===== src/sv/bctd_pkg.sv =====
// bctd_pkg: format codes and texel arithmetic for the bc texture block decoder
`default_nettype none
package bctd_pkg;

  localparam int unsigned TexelW = 4;
  localparam int unsigned ChanW  = 8;

  localparam logic [1:0] FMT_BC1 = 2'd0;
  localparam logic [1:0] FMT_BC2 = 2'd1;
  localparam logic [1:0] FMT_BC3 = 2'd2;

  // 5 and 6 bit channels to 8 bits by bit replication
  function automatic logic [7:0] widen5(input logic [4:0] v);
    return {v, v[4:2]};
  endfunction

  function automatic logic [7:0] widen6(input logic [5:0] v);
    return {v, v[5:4]};
  endfunction

  // x / 3 for x <= 765 by reciprocal multiply
  function automatic logic [7:0] div3(input logic [9:0] x);
    logic [19:0] p;
    p = 20'(x) * 20'd683;
    return p[18:11];
  endfunction

  // x / 5 for x <= 1275
  function automatic logic [7:0] div5(input logic [10:0] x);
    logic [20:0] p;
    p = 21'(x) * 21'd1639;
    return p[20:13];
  endfunction

  // x / 7 for x <= 1785
  function automatic logic [7:0] div7(input logic [10:0] x);
    logic [21:0] p;
    p = 22'(x) * 22'd2341;
    return p[21:14];
  endfunction

  // one color channel of palette entry k
  function automatic logic [7:0] color_chan(input logic [7:0] c0, input logic [7:0] c1,
                                            input logic [1:0] k, input logic four);
    logic [9:0] a;
    logic [9:0] b;
    logic [8:0] s;
    a = 10'(c0);
    b = 10'(c1);
    s = 9'(c0) + 9'(c1);
    case (k)
      2'd0:    return c0;
      2'd1:    return c1;
      2'd2:    return four ? div3((a << 1) + b) : s[8:1];
      default: return four ? div3(a + (b << 1)) : 8'd0;
    endcase
  endfunction

  // interpolated alpha palette entry j
  function automatic logic [7:0] alpha_entry(input logic [7:0] a0, input logic [7:0] a1,
                                             input logic [2:0] j);
    logic [10:0] x;
    logic [10:0] y;
    x = 11'(a0);
    y = 11'(a1);
    if (j == 3'd0) begin
      return a0;
    end else if (j == 3'd1) begin
      return a1;
    end else if (a0 > a1) begin
      case (j)
        3'd2:    return div7(x * 11'd6 + y);
        3'd3:    return div7(x * 11'd5 + y * 11'd2);
        3'd4:    return div7(x * 11'd4 + y * 11'd3);
        3'd5:    return div7(x * 11'd3 + y * 11'd4);
        3'd6:    return div7(x * 11'd2 + y * 11'd5);
        default: return div7(x + y * 11'd6);
      endcase
    end else begin
      case (j)
        3'd2:    return div5(x * 11'd4 + y);
        3'd3:    return div5(x * 11'd3 + y * 11'd2);
        3'd4:    return div5(x * 11'd2 + y * 11'd3);
        3'd5:    return div5(x + y * 11'd4);
        3'd6:    return 8'd0;
        default: return 8'd255;
      endcase
    end
  endfunction

endpackage
`default_nettype wire


===== src/sv/bc_texture_block_decoder.sv =====
// bc_texture_block_decoder: bc1/bc2/bc3 4x4 block to sixteen rgba texels
// the first texel passes from the block register through the texel decode path into the output register
// throughput: one texel per cycle while the output is not stalled, set by the single
//   texel decode path between the block register and the output register
// the next block is taken while the sixteenth texel moves to the output register
// reset: asynchronous active low; clears valids, texel counter and format (bc1)
`default_nettype none
module bc_texture_block_decoder (
  input  wire logic                        clk_i,
  input  wire logic                        rst_ni,
  input  wire logic                        cfg_we_i,
  input  wire logic [1:0]                  cfg_wdata_i,
  input  wire logic                        in_valid_i,
  output logic                             in_stall_o,
  input  wire logic [63:0]                 color_block_i,
  input  wire logic [63:0]                 alpha_block_i,
  output logic                             out_valid_o,
  input  wire logic                        out_stall_i,
  output logic [bctd_pkg::TexelW-1:0]      texel_index_o,
  output logic [bctd_pkg::ChanW-1:0]       red_o,
  output logic [bctd_pkg::ChanW-1:0]       green_o,
  output logic [bctd_pkg::ChanW-1:0]       blue_o,
  output logic [bctd_pkg::ChanW-1:0]       alpha_o,
  output logic                             last_o
);
  import bctd_pkg::*;

  logic [1:0]        fmt_q;
  logic              blk_vld_q;
  logic [63:0]       color_q;
  logic [63:0]       alpha_q;
  logic [TexelW-1:0] cnt_q;

  logic              out_vld_q;
  logic [TexelW-1:0] idx_q;
  logic [ChanW-1:0]  red_q, green_q, blue_q, alpha_out_q;
  logic              last_q;

  logic              out_free;
  logic              advance;
  logic              in_xfer;
  logic              blk_done;

  logic [15:0]       e0, e1;
  logic              four;
  logic [31:0]       cidx;
  logic [1:0]        k;
  logic [3:0]        nib;
  logic [47:0]       aidx;
  logic [5:0]        apos;
  logic [2:0]        aj;
  logic [ChanW-1:0]  r_d, g_d, b_d, a_d;

  assign out_free  = !out_vld_q || !out_stall_i;
  assign advance   = blk_vld_q && out_free;
  assign blk_done  = advance && (cnt_q == TexelW'(15));
  assign in_stall_o = blk_vld_q && !blk_done;
  assign in_xfer   = in_valid_i && !in_stall_o;

  // texel decode
  assign e0   = color_q[15:0];
  assign e1   = color_q[31:16];
  assign four = (e0 > e1) || (fmt_q != FMT_BC1);
  assign cidx = color_q[63:32];
  assign k    = cidx[{cnt_q, 1'b0} +: 2];
  assign nib  = alpha_q[{cnt_q, 2'b00} +: 4];
  assign aidx = alpha_q[63:16];
  assign apos = {2'b00, cnt_q} + {1'b0, cnt_q, 1'b0};
  assign aj   = aidx[apos +: 3];

  assign r_d = color_chan(widen5(e0[15:11]), widen5(e1[15:11]), k, four);
  assign g_d = color_chan(widen6(e0[10:5]), widen6(e1[10:5]), k, four);
  assign b_d = color_chan(widen5(e0[4:0]), widen5(e1[4:0]), k, four);

  always_comb begin
    unique case (fmt_q)
      FMT_BC1: a_d = (k == 2'd3 && !four) ? 8'd0 : 8'd255;
      FMT_BC2: a_d = {nib, nib};
      default: a_d = alpha_entry(alpha_q[7:0], alpha_q[15:8], aj);
    endcase
  end

  always_ff @(posedge clk_i or negedge rst_ni) begin
    if (!rst_ni) begin
      fmt_q     <= FMT_BC1;
      blk_vld_q <= 1'b0;
      cnt_q     <= '0;
      out_vld_q <= 1'b0;
    end else begin
      if (cfg_we_i) begin
        fmt_q <= cfg_wdata_i;
      end
      if (in_xfer) begin
        blk_vld_q <= 1'b1;
        cnt_q     <= '0;
      end else if (advance) begin
        cnt_q <= cnt_q + TexelW'(1);
        if (blk_done) begin
          blk_vld_q <= 1'b0;
        end
      end
      if (out_free) begin
        out_vld_q <= blk_vld_q;
      end
    end
  end

  always_ff @(posedge clk_i) begin
    if (in_xfer) begin
      color_q <= color_block_i;
      alpha_q <= alpha_block_i;
    end
    if (advance) begin
      idx_q       <= cnt_q;
      red_q       <= r_d;
      green_q     <= g_d;
      blue_q      <= b_d;
      alpha_out_q <= a_d;
      last_q      <= (cnt_q == TexelW'(15));
    end
  end

  assign out_valid_o   = out_vld_q;
  assign texel_index_o = idx_q;
  assign red_o         = red_q;
  assign green_o       = green_q;
  assign blue_o        = blue_q;
  assign alpha_o       = alpha_out_q;
  assign last_o        = last_q;

  // a new block starts at texel zero
  a_start_zero: assert property (@(posedge clk_i) disable iff (!rst_ni)
    in_xfer |=> cnt_q == '0)
    else $error("texel counter not cleared on block transfer");

  // the block register only frees up on its last texel
  a_free_on_last: assert property (@(posedge clk_i) disable iff (!rst_ni)
    (blk_vld_q && !in_stall_o) |-> cnt_q == TexelW'(15))
    else $error("block register released early");

  // texels of one block follow in order
  a_texel_order: assert property (@(posedge clk_i) disable iff (!rst_ni)
    (out_valid_o && !out_stall_i && !last_o) ##1 out_valid_o
      |-> texel_index_o == TexelW'($past(texel_index_o) + TexelW'(1)))
    else $error("texel index out of order");

  // last marks texel fifteen
  a_last_idx: assert property (@(posedge clk_i) disable iff (!rst_ni)
    out_valid_o |-> (last_o == (texel_index_o == TexelW'(15))))
    else $error("last flag does not match texel index");

endmodule
`default_nettype wire


===== config.mk =====
export PLATFORM = sky130hd
export DESIGN_NAME = bc_texture_block_decoder
export DESIGN_NICKNAME = d
export VERILOG_FILES = /design/src/sv/bctd_pkg.sv /design/src/sv/bc_texture_block_decoder.sv
export SDC_FILE = /design/constraint.sdc
export NUM_CORES = 2
export LEC_CHECK = 0
export BUFFER_PORTS_ARGS = -buffer_cell sky130_fd_sc_hd__buf_2
export CORE_UTILIZATION = 30
export DETAILED_ROUTE_END_ITERATION = 7
export PLACE_DENSITY_LB_ADDON = 0.08
export SYNTH_ARGS = -nofsm -noshare
export SYNTH_HDL_FRONTEND = slang
export SYNTH_SLANG_ARGS = --single-unit

===== constraint.sdc =====
create_clock -name clk_i -period 8.9 [get_ports clk_i]
set_input_delay 2.67 -clock clk_i [delete_from_list [all_inputs] [get_ports clk_i]]
set_output_delay 2.67 -clock clk_i [all_outputs]
set_load 0.02 [all_outputs]

==> results.json <==
{
  "pre_cts_slack_ns": 0.343,
  "dp_cells": 6007,
  "min_to": "out_valid_o",
  "buffer_ports.inserted": 173,
  "floorplan.rows": 136,
  "timing_worst_setup_path_type": "reg -> reg",
  "hold_path_startpoint": "blk_vld_q",
  "netlist_top_cells_area": "sky130_fd_sc_hd__ha_1 35%, sky130_fd_sc_hd__fa_1 18%, sky130_fd_sc_hd__edfxtp_1 12%",
  "finish.cell_count_without_fillers": 6039,
  "postCtsSetupRepairBufs": 0,
  "fillerInstances": 14199,
  "final_layout_size_suffix_gt1_share_pct": 8.74,
  "cpLargestDelayFamily": "adder cells",
  "antenna_violating_nets_post_route": 0,
  "n_antenna_cell": 0,
  "initial_drc_count": 1316,
  "globalRouteOverflowTotal": 0,
  "fmax_mhz": 118,
  "vias": 29350,
  "grt_max_degree": 70,
  "drt_pass1_iterations": 5,
  "synth_seq_cells": 173,
  "globalplace.congestion": 0.879,
  "critPathMostFrequentCell": "sky130_fd_sc_hd__ha_1",
  "pin_count": 174,
  "finalCritPeriodShare_pct": 95.2,
  "die_h_microns": 374,
  "shortest_period_the_worst_path_allows_ns": 8.47,
  "synth.yosys.warnings": 0,
  "antenna_found_initial": 6,
  "type_of_element_capturing_the_critical_path": "flop",
  "r2r_cells": 29,
  "worst_slew_margin_rel_pct": 22.0,
  "post-synth-top-area-fraction_pct": 35.0,
  "worstHoldPathCells": 1,
  "clock_sink_count": 173,
  "cts_tree": "yes",
  "finish.net_count": 5915,
  "dieArea_sq_um": 140000,
  "crit_path_buffers_inverters": 4,
  "critical_path.slowest_cell": "sky130_fd_sc_hd__fa_1",
  "area_delta_synth_final_pct": 9.65,
  "final_core_utilization_pct": 33.2,
  "via_count_of_the_first_global_routing_pass": 31094,
  "start_util_pct": 30.2,
  "clockBufferDepth": 2,
  "dp.final_hpwl_microns": 105000,
  "synth.yosys.seq_area_share_pct": 12.4,
  "numCtsBuffers": 17,
  "grt_pass1_wl_microns": 189000,
  "finalHoldViolCount": 0,
  "clock_latency_on_the_worst_skew_pair_ns": 0.53,
  "number_of_synthesized_flops_with_an_enable_pin": 165,
  "timing.hold.worst.class": "reg -> reg",
  "drcViolationCount": 0,
  "setup_viol_count_final": 0,
  "max_stage_delay_ns": 0.54,
  "synth-main-ff-cell": "sky130_fd_sc_hd__edfxtp_1",
  "status": "finished clean",
  "synth.distinct_cells": 93,
  "wl_microns": 121000,
  "finalClockSkew_ns": 0.0237,
  "average_wire_per_cell_in_the_routed_design_microns": 20.0,
  "worst_ep_required_time_ns": 9.19,
  "postSynthCellCount": 4019,
  "postSynthAreaPerCell_sq_um": 10.3,
  "timing.rr.end": "alpha_o[5]",
  "cts.clk_slew.worst_paths_ns": 0.09,
  "post_drt_via_cell_ratio": 4.86,
  "final-max-slew-violation-count": 0,
  "arrival_ns": 8.76,
  "htree_num_levels": 4,
  "r2r-start": "alpha_q[10]",
  "die_width_microns": 374,
  "postSynthNetCount": 5702,
  "summed_instance_area_of_the_synthesized_netlist_sq_um": 41600,
  "cts-root-buf": "sky130_fd_sc_hd__clkbuf_16",
  "setup.reg_to_reg.worst_slack_ns": 0.43,
  "crit_path_start_kind": "flop",
  "floorplan.core_area_sq_um": 137000,
  "maxCapViolations": 0,
  "max_slew.worst_pin.slew_ns": 1.17,
  "groute.usage.overall_pct": 17.6,
  "worstPathMaxFanout": 8,
  "fin_ws_ns": 0.432,
  "async_flop_share_pct": 4.62,
  "yosysTopAreaCell": "sky130_fd_sc_hd__ha_1"
}
## layout by cell type (no fill, tap or decap), types with 10 or more instances in the layout
cell type,instances
sky130_fd_sc_hd__and3_1,12
sky130_fd_sc_hd__buf_2,173
sky130_fd_sc_hd__edfxtp_1,165
sky130_fd_sc_hd__o22ai_1,11
sky130_fd_sc_hd__o31ai_1,10
sky130_fd_sc_hd__nor3_1,46
sky130_fd_sc_hd__o211ai_1,27
sky130_fd_sc_hd__xor2_1,73
sky130_fd_sc_hd__nand4_1,16
sky130_fd_sc_hd__ha_1,1164
sky130_fd_sc_hd__o21ai_0,91
sky130_fd_sc_hd__mux4_2,60
sky130_fd_sc_hd__nor2b_1,39
sky130_fd_sc_hd__nor2_1,144
sky130_fd_sc_hd__a21oi_1,179
sky130_fd_sc_hd__a221oi_1,15
sky130_fd_sc_hd__o21bai_1,49
sky130_fd_sc_hd__a31oi_1,33
sky130_fd_sc_hd__nor4_1,11
sky130_fd_sc_hd__and2_1,10
sky130_fd_sc_hd__a211oi_1,16
sky130_fd_sc_hd__a211o_1,16
sky130_fd_sc_hd__a21o_1,59
sky130_fd_sc_hd__nand2b_1,27
sky130_fd_sc_hd__nand2_1,101
sky130_fd_sc_hd__inv_1,697
sky130_fd_sc_hd__nand3_1,51
sky130_fd_sc_hd__buf_4,64
sky130_fd_sc_hd__clkbuf_16,17
sky130_fd_sc_hd__mux2i_1,31
sky130_fd_sc_hd__o21a_1,29
sky130_fd_sc_hd__o2111ai_1,14
sky130_fd_sc_hd__fa_1,384
sky130_fd_sc_hd__xnor2_1,211
sky130_fd_sc_hd__or3_1,17
## stage by stage
stage          hold slack (ns)  setup TNS (ns)  instance area, sq um
2_1_floorplan            0.473               0                 41600
3_3_place_gp             0.518               0                 45000
3_5_place_dp             0.527               0                 45000
4_1_cts                  0.549               0                 45600
5_1_grt                  0.596        -0.00954                 45600
6_report                 0.547               0                 45600
## registers in the layout, indices dropped and copies added, names as in the netlist
| signal | cells |
|---|---|
| blue_o | 8 |
| cnt_q | 4 |
| out_valid_o | 1 |
| green_o | 8 |
| texel_index_o | 4 |
| last_o | 1 |
| alpha_o | 8 |
| red_o | 8 |
| alpha_q | 64 |
| blk_vld_q | 1 |
| color_q | 64 |
| fmt_q | 2 |
## synthesized netlist by cell type (29+ instances only)
cell type / number
sky130_fd_sc_hd__ha_1: 1164
sky130_fd_sc_hd__inv_1: 697
sky130_fd_sc_hd__fa_1: 384
sky130_fd_sc_hd__xnor2_1: 211
sky130_fd_sc_hd__a21oi_1: 180
sky130_fd_sc_hd__edfxtp_1: 165
sky130_fd_sc_hd__nor2_1: 144
sky130_fd_sc_hd__nand2_1: 101
sky130_fd_sc_hd__o21ai_0: 91
sky130_fd_sc_hd__xor2_1: 74
sky130_fd_sc_hd__mux4_2: 60
sky130_fd_sc_hd__a21o_1: 59
sky130_fd_sc_hd__nand3_1: 51
sky130_fd_sc_hd__o21bai_1: 49
sky130_fd_sc_hd__nor3_1: 47
sky130_fd_sc_hd__nor2b_1: 39
sky130_fd_sc_hd__a31oi_1: 33
sky130_fd_sc_hd__mux2i_1: 31
sky130_fd_sc_hd__o21a_1: 29
## final cells by class
type / count / area (sq um) / share of cell area [%]
Clock buffer: 18 / 429 / 0.941
Inverter: 698 / 2620 / 5.75
Tap cell: 1794 / 2240 / 4.92
Sequential cell: 173 / 5160 / 11.3
Clock inverter: 14 / 173 / 0.379
Multi-Input combinational cell: 3105 / 33600 / 73.7
Timing Repair Buffer: 237 / 1350 / 2.95
## repair_timing
action | 4_1_cts | 5_1_grt
hold buffers | 0 | 0
endpoints found under the setup margin | 0 | 1
gates resized for setup | 0 | 7
## how the worst max path moves through the flow
stage,endpoint,cells past startpoint,start
2_1_floorplan,alpha_o[7],31,alpha_q[0]
3_3_place_gp,alpha_o[7],30,alpha_q[2]
3_5_place_dp,alpha_o[7],30,alpha_q[2]
4_1_cts,alpha_o[7],30,alpha_q[2]
5_1_grt,alpha_o[7],28,alpha_q[9]
6_report,alpha_o[5],29,alpha_q[10]
## routing by layer
metal  vias up  share of wire, %  global-route usage (%)  wire [microns]
met4         4               2.0                    3.97            2400
met1     14295                49                    24.2           58700
li1      14605                 -                       -               -
met3        90               2.2                    1.81            2640
met5         -             0.020                       0              24
met2       356                47                    29.4           56800
## cells by family (layout without fill, tap and decap cells)
kind of cell / Yosys count / after routing / share of synthesized area, %
xor gates and xnor gates: 289 / 289 / 6.19
adders and majority gates: 1548 / 1548 / 53.5
AOI/OAI and AO/OA: 649 / 649 / 10.6
muxes: 100 / 100 / 4.29
and+or+nand+nor: 519 / 519 / 6.22
buffers and inverters: 741 / 967 / 6.83
DFF: 173 / 173 / 12.4
Power is not shown: default switching activity piles up to over one toggle a cycle in this logic, so the estimate is an artifact.
